File: config.mk
export PLATFORM = sky130hd
export DESIGN_NAME = stop_and_wait_link_endpoint_top
export DESIGN_NICKNAME = d
export VERILOG_FILES = /design/src/sv/sawl_pkg.sv /design/src/sv/sawl_engine.sv /design/src/sv/stop_and_wait_link_endpoint_top.sv
export VERILOG_INCLUDE_DIRS = /design/src /design/src/sv
export SDC_FILE = /design/constraint.sdc
export NUM_CORES = 1
export LEC_CHECK = 0
export ABC_AREA = 1
export BUFFER_PORTS_ARGS = -buffer_cell sky130_fd_sc_hd__buf_2
export CAP_MARGIN = 20
export CORE_ASPECT_RATIO = 1.75
export CORE_UTILIZATION = 40
export CTS_BUF_LIST = sky130_fd_sc_hd__clkbuf_2
export CTS_CLUSTER_SIZE = 20
export DETAILED_ROUTE_END_ITERATION = 8
export PLACE_DENSITY = 0.7
export SYNTH_ARGS = -nofsm -noshare
export SYNTH_HDL_FRONTEND = slang
export SYNTH_SLANG_ARGS = --single-unit
File: constraint.sdc
create_clock -name i_clk -period 7.45 [get_ports i_clk]
set_input_delay 1.1175 -clock i_clk [delete_from_list [all_inputs] [get_ports i_clk]]
set_output_delay 1.1175 -clock i_clk [all_outputs]
set_load 0.01 [all_outputs]
File: src/sv/stop_and_wait_link_endpoint_top_defines.svh
// assertion macros for the stop-and-wait link endpoint
`ifndef STOP_AND_WAIT_LINK_ENDPOINT_TOP_DEFINES_SVH
`define STOP_AND_WAIT_LINK_ENDPOINT_TOP_DEFINES_SVH

// same-cycle implication, checked out of reset
`define SAWL_ASSERT_NOW(label, ante, cons) \
    label: assert property (@(posedge i_clk) disable iff (!i_rst_n) (ante) |-> (cons)) \
        else $error("sawl check failed");

// next-cycle implication, checked out of reset
`define SAWL_ASSERT_NEXT(label, ante, cons) \
    label: assert property (@(posedge i_clk) disable iff (!i_rst_n) (ante) |=> (cons)) \
        else $error("sawl check failed");

`endif

File: src/sv/sawl_pkg.sv
// types and constants shared by the stop-and-wait link endpoint
package sawl_pkg;

    localparam int SEQ_W  = 31;
    localparam int WORD_W = 32;
    localparam int TMO_W  = 8;
    localparam int CIDX_W = 2;

    localparam logic [SEQ_W-1:0] SEQ_ONE = SEQ_W'(1);

    typedef enum logic [1:0] {
        ACT_ROUND_START = 2'd0,
        ACT_DATA        = 2'd1,
        ACT_ACK         = 2'd2,
        ACT_ROUND_END   = 2'd3
    } t_action;

    localparam logic KIND_DATA = 1'b0;
    localparam logic KIND_ACK  = 1'b1;

    localparam logic [CIDX_W-1:0] CFG_IS_SENDER = CIDX_W'(0);
    localparam logic [CIDX_W-1:0] CFG_TIMEOUT   = CIDX_W'(1);

    localparam logic [TMO_W-1:0] TIMEOUT_RESET = TMO_W'(4);

    typedef struct packed {
        t_action                   action;
        logic signed [WORD_W-1:0]  frame_number;
        logic [WORD_W-1:0]         round_now;
    } t_in_item;

    typedef struct packed {
        logic               send_valid;
        logic               send_kind;
        logic [SEQ_W-1:0]   send_number;
        logic [WORD_W-1:0]  send_round;
        logic [WORD_W-1:0]  frames_sent_total;
        logic [WORD_W-1:0]  requests_done_total;
        logic [SEQ_W-1:0]   highest_delivered;
    } t_out_item;

    typedef struct packed {
        logic              is_sender;
        logic [TMO_W-1:0]  timeout_rounds;
    } t_cfg;

    typedef struct packed {
        logic              waiting;
        logic [SEQ_W-1:0]  outstanding;
    } t_status;

endpackage

File: src/sv/sawl_engine.sv
// protocol state and per-request update of the stop-and-wait endpoint
module sawl_engine
    import sawl_pkg::*;
(
    input  logic       i_clk,
    input  logic       i_rst_n,
    input  t_cfg       i_cfg,
    input  logic       i_advance,
    input  t_in_item   i_req,
    output t_out_item  o_res,
    output t_status    o_status
);

    logic               r_waiting;
    logic [SEQ_W-1:0]   r_next;
    logic [SEQ_W-1:0]   r_outstanding;
    logic [SEQ_W-1:0]   r_delivered;
    logic [WORD_W-1:0]  r_last;
    logic [WORD_W-1:0]  r_sent;
    logic [WORD_W-1:0]  r_sat;

    logic               n_waiting;
    logic [SEQ_W-1:0]   n_next;
    logic [SEQ_W-1:0]   n_outstanding;
    logic [SEQ_W-1:0]   n_delivered;
    logic [WORD_W-1:0]  n_last;
    logic [WORD_W-1:0]  n_sent;
    logic [WORD_W-1:0]  n_sat;

    logic [SEQ_W-1:0]   num;
    logic               neg;
    logic [SEQ_W-1:0]   next_inc;
    logic [WORD_W:0]    deadline;
    logic               issue;
    logic               ack;
    logic               resend;
    logic               sat;
    logic               send;

    assign num      = i_req.frame_number[SEQ_W-1:0];
    assign neg      = i_req.frame_number[WORD_W-1];
    assign next_inc = r_next + SEQ_ONE;
    assign deadline = {1'b0, r_last} + (WORD_W+1)'(i_cfg.timeout_rounds);

    // event decode
    always_comb begin
        issue  = 1'b0;
        ack    = 1'b0;
        resend = 1'b0;
        sat    = 1'b0;
        case (i_req.action)
            ACT_ROUND_START: begin
                issue = i_cfg.is_sender && !r_waiting && (r_next == SEQ_ONE);
            end
            ACT_DATA: begin
                ack = !neg;
            end
            ACT_ACK: begin
                sat   = i_cfg.is_sender && r_waiting && !neg && (num == r_outstanding);
                issue = sat;
            end
            ACT_ROUND_END: begin
                resend = i_cfg.is_sender && r_waiting
                         && (deadline < {1'b0, i_req.round_now})
                         && (r_outstanding != '0);
            end
            default: begin
            end
        endcase
    end

    assign send = issue || ack || resend;

    // state update
    always_comb begin
        n_waiting     = r_waiting;
        n_next        = r_next;
        n_outstanding = r_outstanding;
        n_delivered   = r_delivered;
        n_last        = r_last;
        n_sent        = r_sent;
        n_sat         = r_sat;
        if (issue) begin
            n_outstanding = r_next;
            n_waiting     = 1'b1;
            n_next        = (next_inc == '0) ? SEQ_ONE : next_inc;
        end
        if (sat) begin
            n_sat = r_sat + WORD_W'(1);
        end
        if (ack && (num > r_delivered)) begin
            n_delivered = num;
        end
        if (send) begin
            n_sent = r_sent + WORD_W'(1);
            n_last = i_req.round_now;
        end
    end

    // result
    always_comb begin
        o_res                     = '0;
        o_res.send_valid          = send;
        if (send) begin
            o_res.send_kind   = ack ? KIND_ACK : KIND_DATA;
            o_res.send_number = issue ? r_next : (ack ? num : r_outstanding);
            o_res.send_round  = i_req.round_now;
        end
        o_res.frames_sent_total   = n_sent;
        o_res.requests_done_total = n_sat;
        o_res.highest_delivered   = n_delivered;
    end

    always_ff @(posedge i_clk) begin
        if (!i_rst_n) begin
            r_waiting     <= 1'b0;
            r_next        <= SEQ_ONE;
            r_outstanding <= '0;
            r_delivered   <= '0;
            r_last        <= '0;
            r_sent        <= '0;
            r_sat         <= '0;
        end else if (i_advance) begin
            r_waiting     <= n_waiting;
            r_next        <= n_next;
            r_outstanding <= n_outstanding;
            r_delivered   <= n_delivered;
            r_last        <= n_last;
            r_sent        <= n_sent;
            r_sat         <= n_sat;
        end
    end

    assign o_status.waiting     = r_waiting;
    assign o_status.outstanding = r_outstanding;

endmodule

File: src/sv/stop_and_wait_link_endpoint_top.sv
// top level of the stop-and-wait link endpoint: request/result registers and config
//
//  channel  | direction | handshake                  | payload
//  ---------+-----------+----------------------------+---------------------------
//  in       | input     | i_in_valid / o_in_ready    | i_in_data  (t_in_item)
//  out      | output    | o_out_valid / i_out_ready  | o_out_data (t_out_item)
//  cfg      | input     | i_cfg_valid / o_cfg_ready  | i_cfg_index, i_cfg_data
//
//  one request per cycle sustained while the output is not stalled; a taken request
//  goes to the request register, then to the result register after the state update
//  the state update of one request is a single compare/add stage
//  a stalled result holds the result register and, one request later, the input
//  synchronous active-low reset clears state and config to defaults
`include "stop_and_wait_link_endpoint_top_defines.svh"

module stop_and_wait_link_endpoint_top
    import sawl_pkg::*;
(
    input  logic               i_clk,
    input  logic               i_rst_n,
    input  logic               i_in_valid,
    output logic               o_in_ready,
    input  t_in_item           i_in_data,
    output logic               o_out_valid,
    input  logic               i_out_ready,
    output t_out_item          o_out_data,
    input  logic               i_cfg_valid,
    output logic               o_cfg_ready,
    input  logic [CIDX_W-1:0]  i_cfg_index,
    input  logic [TMO_W-1:0]   i_cfg_data
);

    logic       r_in_valid;
    t_in_item   r_in;
    logic       r_out_valid;
    t_out_item  r_out;
    t_cfg       r_cfg;

    logic       advance;
    t_out_item  res;
    t_status    status;
    logic       out_clean;

    assign advance     = r_in_valid && (!r_out_valid || i_out_ready);
    assign o_in_ready  = !r_in_valid || advance;
    assign o_cfg_ready = 1'b1;
    assign o_out_valid = r_out_valid;
    assign o_out_data  = r_out;

    sawl_engine u_engine (
        .i_clk     (i_clk),
        .i_rst_n   (i_rst_n),
        .i_cfg     (r_cfg),
        .i_advance (advance),
        .i_req     (r_in),
        .o_res     (res),
        .o_status  (status)
    );

    always_ff @(posedge i_clk) begin
        if (!i_rst_n) begin
            r_in_valid  <= 1'b0;
            r_out_valid <= 1'b0;
        end else begin
            if (o_in_ready) begin
                r_in_valid <= i_in_valid;
            end
            if (advance) begin
                r_out_valid <= 1'b1;
            end else if (i_out_ready) begin
                r_out_valid <= 1'b0;
            end
        end
    end

    always_ff @(posedge i_clk) begin
        if (i_in_valid && o_in_ready) begin
            r_in <= i_in_data;
        end
        if (advance) begin
            r_out <= res;
        end
    end

    always_ff @(posedge i_clk) begin
        if (!i_rst_n) begin
            r_cfg.is_sender      <= 1'b0;
            r_cfg.timeout_rounds <= TIMEOUT_RESET;
        end else if (i_cfg_valid && o_cfg_ready) begin
            case (i_cfg_index)
                CFG_IS_SENDER: r_cfg.is_sender      <= i_cfg_data[0];
                CFG_TIMEOUT:   r_cfg.timeout_rounds <= i_cfg_data;
                default: begin
                end
            endcase
        end
    end

    assign out_clean = (o_out_data.send_number == '0) && (o_out_data.send_round == '0)
                       && (o_out_data.send_kind == KIND_DATA);

    `SAWL_ASSERT_NOW(a_idle_result_clean, o_out_valid && !o_out_data.send_valid, out_clean)
    `SAWL_ASSERT_NOW(a_full_stall_blocks, r_in_valid && o_out_valid && !i_out_ready, !o_in_ready)
    `SAWL_ASSERT_NOW(a_waiting_has_number, status.waiting, status.outstanding != '0)
    `SAWL_ASSERT_NEXT(a_take_fills_result, advance, o_out_valid)

endmodule
==> results of run 1 <==
[area by class of cell]
| cell class | instances | area, µm² |
|---|---|---|
| clock buffers | 141 | 706 |
| inverters | 332 | 1260 |
| diodes | 2 | 5.00 |
| repair buffers | 286 | 1670 |
| flip-flops and latches | 427 | 10800 |
| well taps | 690 | 863 |
| clock inverters | 51 | 305 |
| fillers | 5385 | 29400 |
| multi-input cells | 1810 | 9590 |
[sequential cells by signal (all words and copies together), names as in the netlist, 31 cells and up]
register,count
o_out_data,160
r_in,66
u_engine.r_last,32
u_engine.r_sat,32
u_engine.r_sent,32
u_engine.r_delivered,31
u_engine.r_next,31
u_engine.r_outstanding,31
[power by group through the flow]
stage	Clock, mW	Combinational [mW]	Sequential (mW)
4_1_cts	1.73	0.510	2.66
5_1_grt	1.82	0.570	2.67
2_1_floorplan	0	0.311	2.72
3_5_place_dp	0	0.497	2.71
6_report	1.66	0.509	2.66
3_3_place_gp	0	0.489	2.71
[critical path: cells and delay by family (launching register included)]
kind / cells / cell delay (ns)
adder cells (fa/ha/maj): 3 / 0.86
flip-flops: 1 / 0.37
XOR/XNOR: 2 / 0.32
AND/OR/NAND/NOR: 11 / 1.58
AO/OA/AOI/OAI: 4 / 0.79
buffers and inverters: 4 / 1.34
[kinds of logic after synthesis]
logic type | Yosys count
XOR/XNOR | 134
AO/OA/AOI/OAI | 357
buffers and inverters | 451
other | 1
flip-flops | 427
AND/OR/NAND/NOR | 1243
adder cells (fa/ha/maj) | 75
[metrics by stage]
step	setup WS [ns]	std cells	util [%]	hold WS, ns
3_3_place_gp	2.02	3516	43.7	0.451
5_1_grt	1.31	3739	46.2	0.0445
3_5_place_dp	1.89	3517	43.8	0.454
6_report	1.86	3739	46.2	0.160
2_1_floorplan	0.427	2688	-	0.435
4_1_cts	1.83	3735	46.1	0.00171
[cells in the mapped netlist, types with 4 or more instances]
cell type    n  area [µm²]
a211oi_1    32         240
a21oi_1    162         811
a21oi_2     30         263
buf_1        8        30.0
buf_2       20         100
buf_4        4        30.0
buf_6        6        67.6
clkbuf_1    81         304
dfxtp_1    201        4020
edfxtp_1   226        6790
ha_1        74         926
inv_1      323        1210
inv_2        6        22.5
nand2_1    584        2190
nand3_1    181         906
nand3b_1     9        67.6
nand4_1     38         238
nor2_1     284        1070
nor3_1      50         250
nor4_1      49         307
nor4b_1      4        35.0
o211ai_1    32         240
o21ai_0     70         350
o21ai_1     22         110
or2_2       29         181
xnor2_1     27         236
xor2_1     107         937
[repair_timing]
action                                  in CTS  in global routing
hold buffers                                26                  0
endpoints found under the setup margin       0                  0
endpoints found under the hold margin       26                  0
[metal layers]
metal / vias to the layer above / part of all wire, % / routed length (µm)
met3: 196 / 4.9 / 3090
met5: - / 0 / 0
met1: 8809 / 38 / 24100
li1: 9517 / - / -
met4: 0 / 5.3 / 3330
met2: 607 / 51 / 32200
[final timing paths]
check | startpoint | to | slack (ns)
worst max-delay path | u_engine.r_last[0] | o_out_data[63] | 1.86
worst min-delay path | i_in_data[48] | r_in[48] | 0.16
worst max register to register | u_engine.r_last[0] | o_out_data[63] | 1.86
worst min register to register | r_cfg[2] | r_cfg[2] | 0.48
==> flow_metrics.env, run 1 <==
export IMPL_dieArea_um2=56400
export IMPL_drc=15
export IMPL_die_y_um=313
export IMPL_crit_top_cell="nand2_1"
export IMPL_switchingPower_mw=1.43
export IMPL_reg2reg_depth=24
export IMPL_hpwl_um=43100
export IMPL_cap_violations=0
export IMPL_synth_area_um2=22200
export IMPL_cts_sinks=427
export IMPL_ant_nets=0
export IMPL_worst_slew_pin_slew_ns=1.16
export IMPL_violations="DRC"
export IMPL_synth_mux_area_share_pct=0
export IMPL_fin_crit_sh_pct=75.1
export IMPL_power_frac_clock_pct=34.4
export IMPL_syn_to_final_growth_pct=13.7
export IMPL_grt_max_degree=187
export IMPL_grt_use_met2_pct=40.6
export IMPL_path_clk_slew_ns=0.12
export IMPL_totalPowerFinal_mw=4.83
export IMPL_rsz0062_at_grt="no"
export IMPL_tritoncts="done"
export IMPL_yosysSeqAreaShare_pct=48.8
export IMPL_most_common_layout_cells="nand2_1, inv_1, nor2_1"
export IMPL_use_met3_pct=3.45
export IMPL_post_route_min_period_ns=5.59
export IMPL_fin_tns_setup_ns=0
export IMPL_min_path_cells=1
export IMPL_crit_fanout=79
export IMPL_grt_busiest_layer="met2"
export IMPL_drive_above_1_share_pct=16.4
export IMPL_synthSimpleGateAreaFrac_pct=24.2
export IMPL_synth_seq_cells=427
export IMPL_netlist_instances=2688
export IMPL_root_buffer="clkbuf_2"
export IMPL_slowest_delay_ns=0.73
export IMPL_crit_slowest_cell="buf_4"
export IMPL_crit_arrival_ns=6.42
export IMPL_routedWlPerCell_um=16.8
export IMPL_io_buffer_count=242
export IMPL_yosysWarnings=0
export IMPL_hold_path_class="primary input to flip-flop"
export IMPL_antenna_found_initial=2
export IMPL_layout_commonest_cell="nand2_1"
export IMPL_ctsHtreeMaxLevel=3
export IMPL_syn_nets=2844
export IMPL_p_seq_share_pct=55.1
export IMPL_avgSynthCellArea_um2=8.25
export IMPL_power_switching_share_pct=29.6
export IMPL_fmax_mhz=179
export IMPL_synth_top_family_by_area="simple AND/OR/NAND/NOR gates"
export IMPL_grt_pass1_vias=18822
export IMPL_avgViaCountPerCell=5.12
export IMPL_pwr_share_comb_pct=10.6
export IMPL_met1_usage_pct=23.6
export IMPL_peakVddDrop_mv=0.122
export IMPL_critPathKind="flip-flop to flip-flop"
export IMPL_cp_start_kind="flip-flop"
export IMPL_clock_latency_ns=1.20
export IMPL_clk_path_buf_depth=3
export IMPL_drt_initial_drc_count=1160
export IMPL_placementRows=113
export IMPL_cts_buffers=101
export IMPL_start_util_pct=40.6
export IMPL_crit_required_ns=8.27
export IMPL_synth_fa_ha_area_share_pct=4.27
export IMPL_cts_resized=0
export IMPL_drv_slew=0
export IMPL_async_flop_share_pct=0
export IMPL_grt_first_pass_wirelength_um=97600
export IMPL_p_leak_nw=10.8
export IMPL_crit_chain="ha_1, inv_1, fa_1, o21ai_2, nand4_2, a21oi_1, nand4_1, nor4_1, nand2_1, xor2_1, inv_1, ha_1, a21oi_1, nor3_1, a211oi_1, nand2_1, nand2_1, nand2_1, nand2_1, nand2_1, nand2_4, buf_4, buf_4, xor2_1"
export IMPL_gr_total_overflow=0
export IMPL_num_io_pins=244
export IMPL_coreArea_um2=54600
export IMPL_setup_violations=0
export IMPL_synth_xor_area_share_pct=5.29
export IMPL_slew_headroom_pct=22.7
export IMPL_internal_power_mw=3.40
export IMPL_synth_edf_count=226
export IMPL_drt_wl_total_um=62800
export IMPL_worst_setup_path_end_kind="flip-flop"
export IMPL_via_count=19129
export IMPL_die_x_um=180
export IMPL_synth_compound_gate_area_share_pct=9.44
export IMPL_synth_cell_type_count=48
export IMPL_final_hold_viol_count=0
export IMPL_track_usage_pct=22.0
export IMPL_fin_nets=3114
export IMPL_fin_area_um2=25200
export IMPL_fin_skew_ns=0.129
export IMPL_power_density_nw_per_um2=192
export IMPL_cts_setup_buffers=0
export IMPL_dr_pass1_iters=9
export IMPL_synth_ff_type="edfxtp_1"
export IMPL_dpl_instance_area_um2=23900
export IMPL_gp_congestion=0.967
export IMPL_status="finished with violations"
No activity file was read; power rests on OpenSTA's default activity.
==> inputs of run 2 (changes only) <==
--- a/config.mk
+++ b/config.mk
@@ -6,7 +6,7 @@
 export SDC_FILE = /design/constraint.sdc
 export NUM_CORES = 1
 export LEC_CHECK = 0
-export ABC_AREA = 1
+export ABC_AREA = 0
 export BUFFER_PORTS_ARGS = -buffer_cell sky130_fd_sc_hd__buf_2
 export CAP_MARGIN = 20
 export CORE_ASPECT_RATIO = 1.75
@@ -14,7 +14,7 @@
 export CTS_BUF_LIST = sky130_fd_sc_hd__clkbuf_2
 export CTS_CLUSTER_SIZE = 20
 export DETAILED_ROUTE_END_ITERATION = 8
-export PLACE_DENSITY = 0.7
+export PLACE_DENSITY = 0.68
 export SYNTH_ARGS = -nofsm -noshare
 export SYNTH_HDL_FRONTEND = slang
 export SYNTH_SLANG_ARGS = --single-unit
==> constraint.sdc (replaced) <==
create_clock -name i_clk -period 5.62 [get_ports i_clk]
set_input_delay 0.843 -clock i_clk [delete_from_list [all_inputs] [get_ports i_clk]]
set_output_delay 0.843 -clock i_clk [all_outputs]
set_load 0.01 [all_outputs]
==> flow_metrics.env, run 2 <==
export IMPL_power_density_nw_per_um2=232
export IMPL_syn_nets=2388
export IMPL_fmax_mhz=210
export IMPL_syn_to_final_growth_pct=16.1
export IMPL_drt_initial_drc_count=1494
export IMPL_violations="DRC"
export IMPL_post_route_min_period_ns=4.77
export IMPL_final_hold_viol_count=0
export IMPL_antenna_found_initial=2
export IMPL_grt_pass1_vias=18411
export IMPL_layout_commonest_cell="nand2_1"
export IMPL_fin_crit_sh_pct=84.8
export IMPL_synth_most_common_cell="nand2_1"
export IMPL_gp_congestion=0.987
export IMPL_drc=20
export IMPL_crit_required_ns=6.60
export IMPL_cts_sinks=427
export IMPL_synth_cell_type_count=80
export IMPL_gr_total_overflow=0
export IMPL_synth_seq_cells=427
export IMPL_p_leak_nw=10.0
export IMPL_cts_buffers=98
export IMPL_path_clk_slew_ns=0.12
export IMPL_via_count=18461
export IMPL_hold_path_class="primary input to flip-flop"
export IMPL_drive_above_1_share_pct=19.0
export IMPL_crit_fanout=34
export IMPL_drv_slew=0
export IMPL_ctsHtreeMaxLevel=3
export IMPL_synth_top_area_share_pct=30.8
export IMPL_totalPowerFinal_mw=5.95
export IMPL_start_util_pct=40.5
export IMPL_ant_nets=0
export IMPL_placementRows=113
export IMPL_slew_headroom_pct=25.5
export IMPL_num_io_pins=244
export IMPL_critPathKind="flip-flop to flip-flop"
export IMPL_synth_edf_count=226
export IMPL_worst_setup_path_end_kind="flip-flop"
export IMPL_cap_violations=0
export IMPL_grt_max_degree=77
export IMPL_multi_input_area_um2=10500
export IMPL_yosysSeqAreaShare_pct=49.0
export IMPL_dr_pass1_iters=7
export IMPL_cts_setup_buffers=0
export IMPL_dieArea_um2=56100
export IMPL_fin_skew_ns=0.152
export IMPL_track_usage_pct=23.3
export IMPL_worst_slew_pin_slew_ns=1.11
export IMPL_die_x_um=180
export IMPL_grt_first_pass_wirelength_um=102000
export IMPL_dpl_instance_area_um2=23900
export IMPL_avgViaCountPerCell=5.57
export IMPL_clk_path_buf_depth=3
export IMPL_io_buffer_count=242
export IMPL_setup_violations=0
export IMPL_yosys_area_top_type="edfxtp_1"
export IMPL_cp_start_kind="flip-flop"
export IMPL_peakVddDrop_mv=0.179
export IMPL_netlist_instances=2232
export IMPL_routedWlPerCell_um=19.9
export IMPL_yosysWarnings=0
export IMPL_synth_area_um2=22100
export IMPL_synthTopCellsByCount="nand2_1, edfxtp_1, dfxtp_1"
export IMPL_root_buffer="clkbuf_2"
export IMPL_crit_arrival_ns=5.75
export IMPL_clock_latency_ns=1.14
export IMPL_fill_cells=5050
export IMPL_fin_nets=2694
export IMPL_coreArea_um2=54400
export IMPL_drt_wl_total_um=66100
export IMPL_most_common_layout_cells="nand2_1, buf_2, edfxtp_1"
export IMPL_fin_tns_setup_ns=0
export IMPL_regArea_um2=10800
export IMPL_fin_area_um2=25600
export IMPL_synth_ff_type="edfxtp_1"
export IMPL_async_flop_share_pct=0
export IMPL_rsz0062_at_grt="no"
export IMPL_tritoncts="done"
export IMPL_ctsHoldBuffers=77
export IMPL_largest_reg_flops=160
export IMPL_status="finished with violations"
export IMPL_synth_area_leaders="edfxtp_1, dfxtp_1, nand2_1"
export IMPL_die_y_um=313
export IMPL_hpwl_um=45500
export IMPL_avgSynthCellArea_um2=9.88
export IMPL_cts_resized=0
## run 2: cell count changes in the layout (fill, tap and decap cells not counted), sizes merged, moves of 57 or more
cell   before  now
nand2     587  318
inv       331   99
nor2      286  148
mux2i       0  108
xnor2      27  126
nand3     181   86
a21oi     193  112
o21ai      93   30
xor2      107   50
## run 2: kinds of logic (layout without fill, tap and decap cells)
family	Yosys count	count (layout)	synth area share, %
DFF	427	427	49.0
buffers and inverters	234	624	4.11
other	1	4	0.0170
muxes	141	141	6.59
AOI/OAI and AO/OA	315	315	9.60
and+or+nand+nor	863	863	19.4
adders and majority gates	75	75	4.29
xor gates and xnor gates	176	176	6.99
## run 2: path summary, 6_finish.rpt
path                            cells after the start                  end  slack (ns)          startpoint
worst min register to register                      2   u_engine.r_last[0]        0.47  u_engine.r_last[0]
worst min-delay path                                4             r_cfg[8]        0.15      i_cfg_index[1]
worst max-delay path                               20  u_engine.r_last[18]        0.85            r_cfg[0]
worst max register to register                     20  u_engine.r_last[18]        0.85            r_cfg[0]
## run 2: layout make-up
type	count	share of cell area [%]
clock inverters	49	0.962
multi-input cells	1571	40.8
well taps	690	3.37
inverters	97	1.45
repair buffers	343	8.54
diodes	3	0.0293
clock buffers	135	2.64
flip-flops and latches	427	42.2
## run 2: stage by stage
stage	setup slack, ns	hold slack, ns	std cells	utilization [%]
2_1_floorplan	1.29	0.438	2232	-
3_3_place_gp	1.02	0.447	3049	43.9
3_5_place_dp	0.886	0.461	3049	43.9
4_1_cts	0.829	0.0274	3310	47.0
5_1_grt	0.573	0.117	3315	47.1
6_report	0.853	0.151	3315	47.1
## run 2: routing by layer
layer  track usage [%]  vias up  part of all wire [%]
met5                 0        -                     0
met4              15.0        0                   5.5
met3              3.86      216                   6.0
met2              42.1      738                    52
met1              25.1     8877                    37
li1                  -     8630                     -
## run 2: critical path, stage by stage (launching register included)
cell and delay, ns:
dfxtp_1 0.36, ha_1 0.17, inv_1 0.06, fa_1 0.39, nor2b_1 0.12, o21ai_0 0.11, a21o_1 0.26, a21boi_1 0.14
buf_4 0.18, nand2_1 0.11, nor4_1 0.32, xor2_1 0.12, ha_1 0.32, nand4_1 0.10, nor2_1 0.18, and4_1 0.33
o31a_1 0.27, a311oi_4 0.10, a31oi_4 0.22, buf_4 0.54, mux2i_1 0.26
## run 2: power breakdown
part / switching (mW) / internal [mW]
Clock: 1.32 / 0.722
Combinational: 0.276 / 0.178
Sequential: 0.0724 / 3.38
Total: 1.67 / 4.28
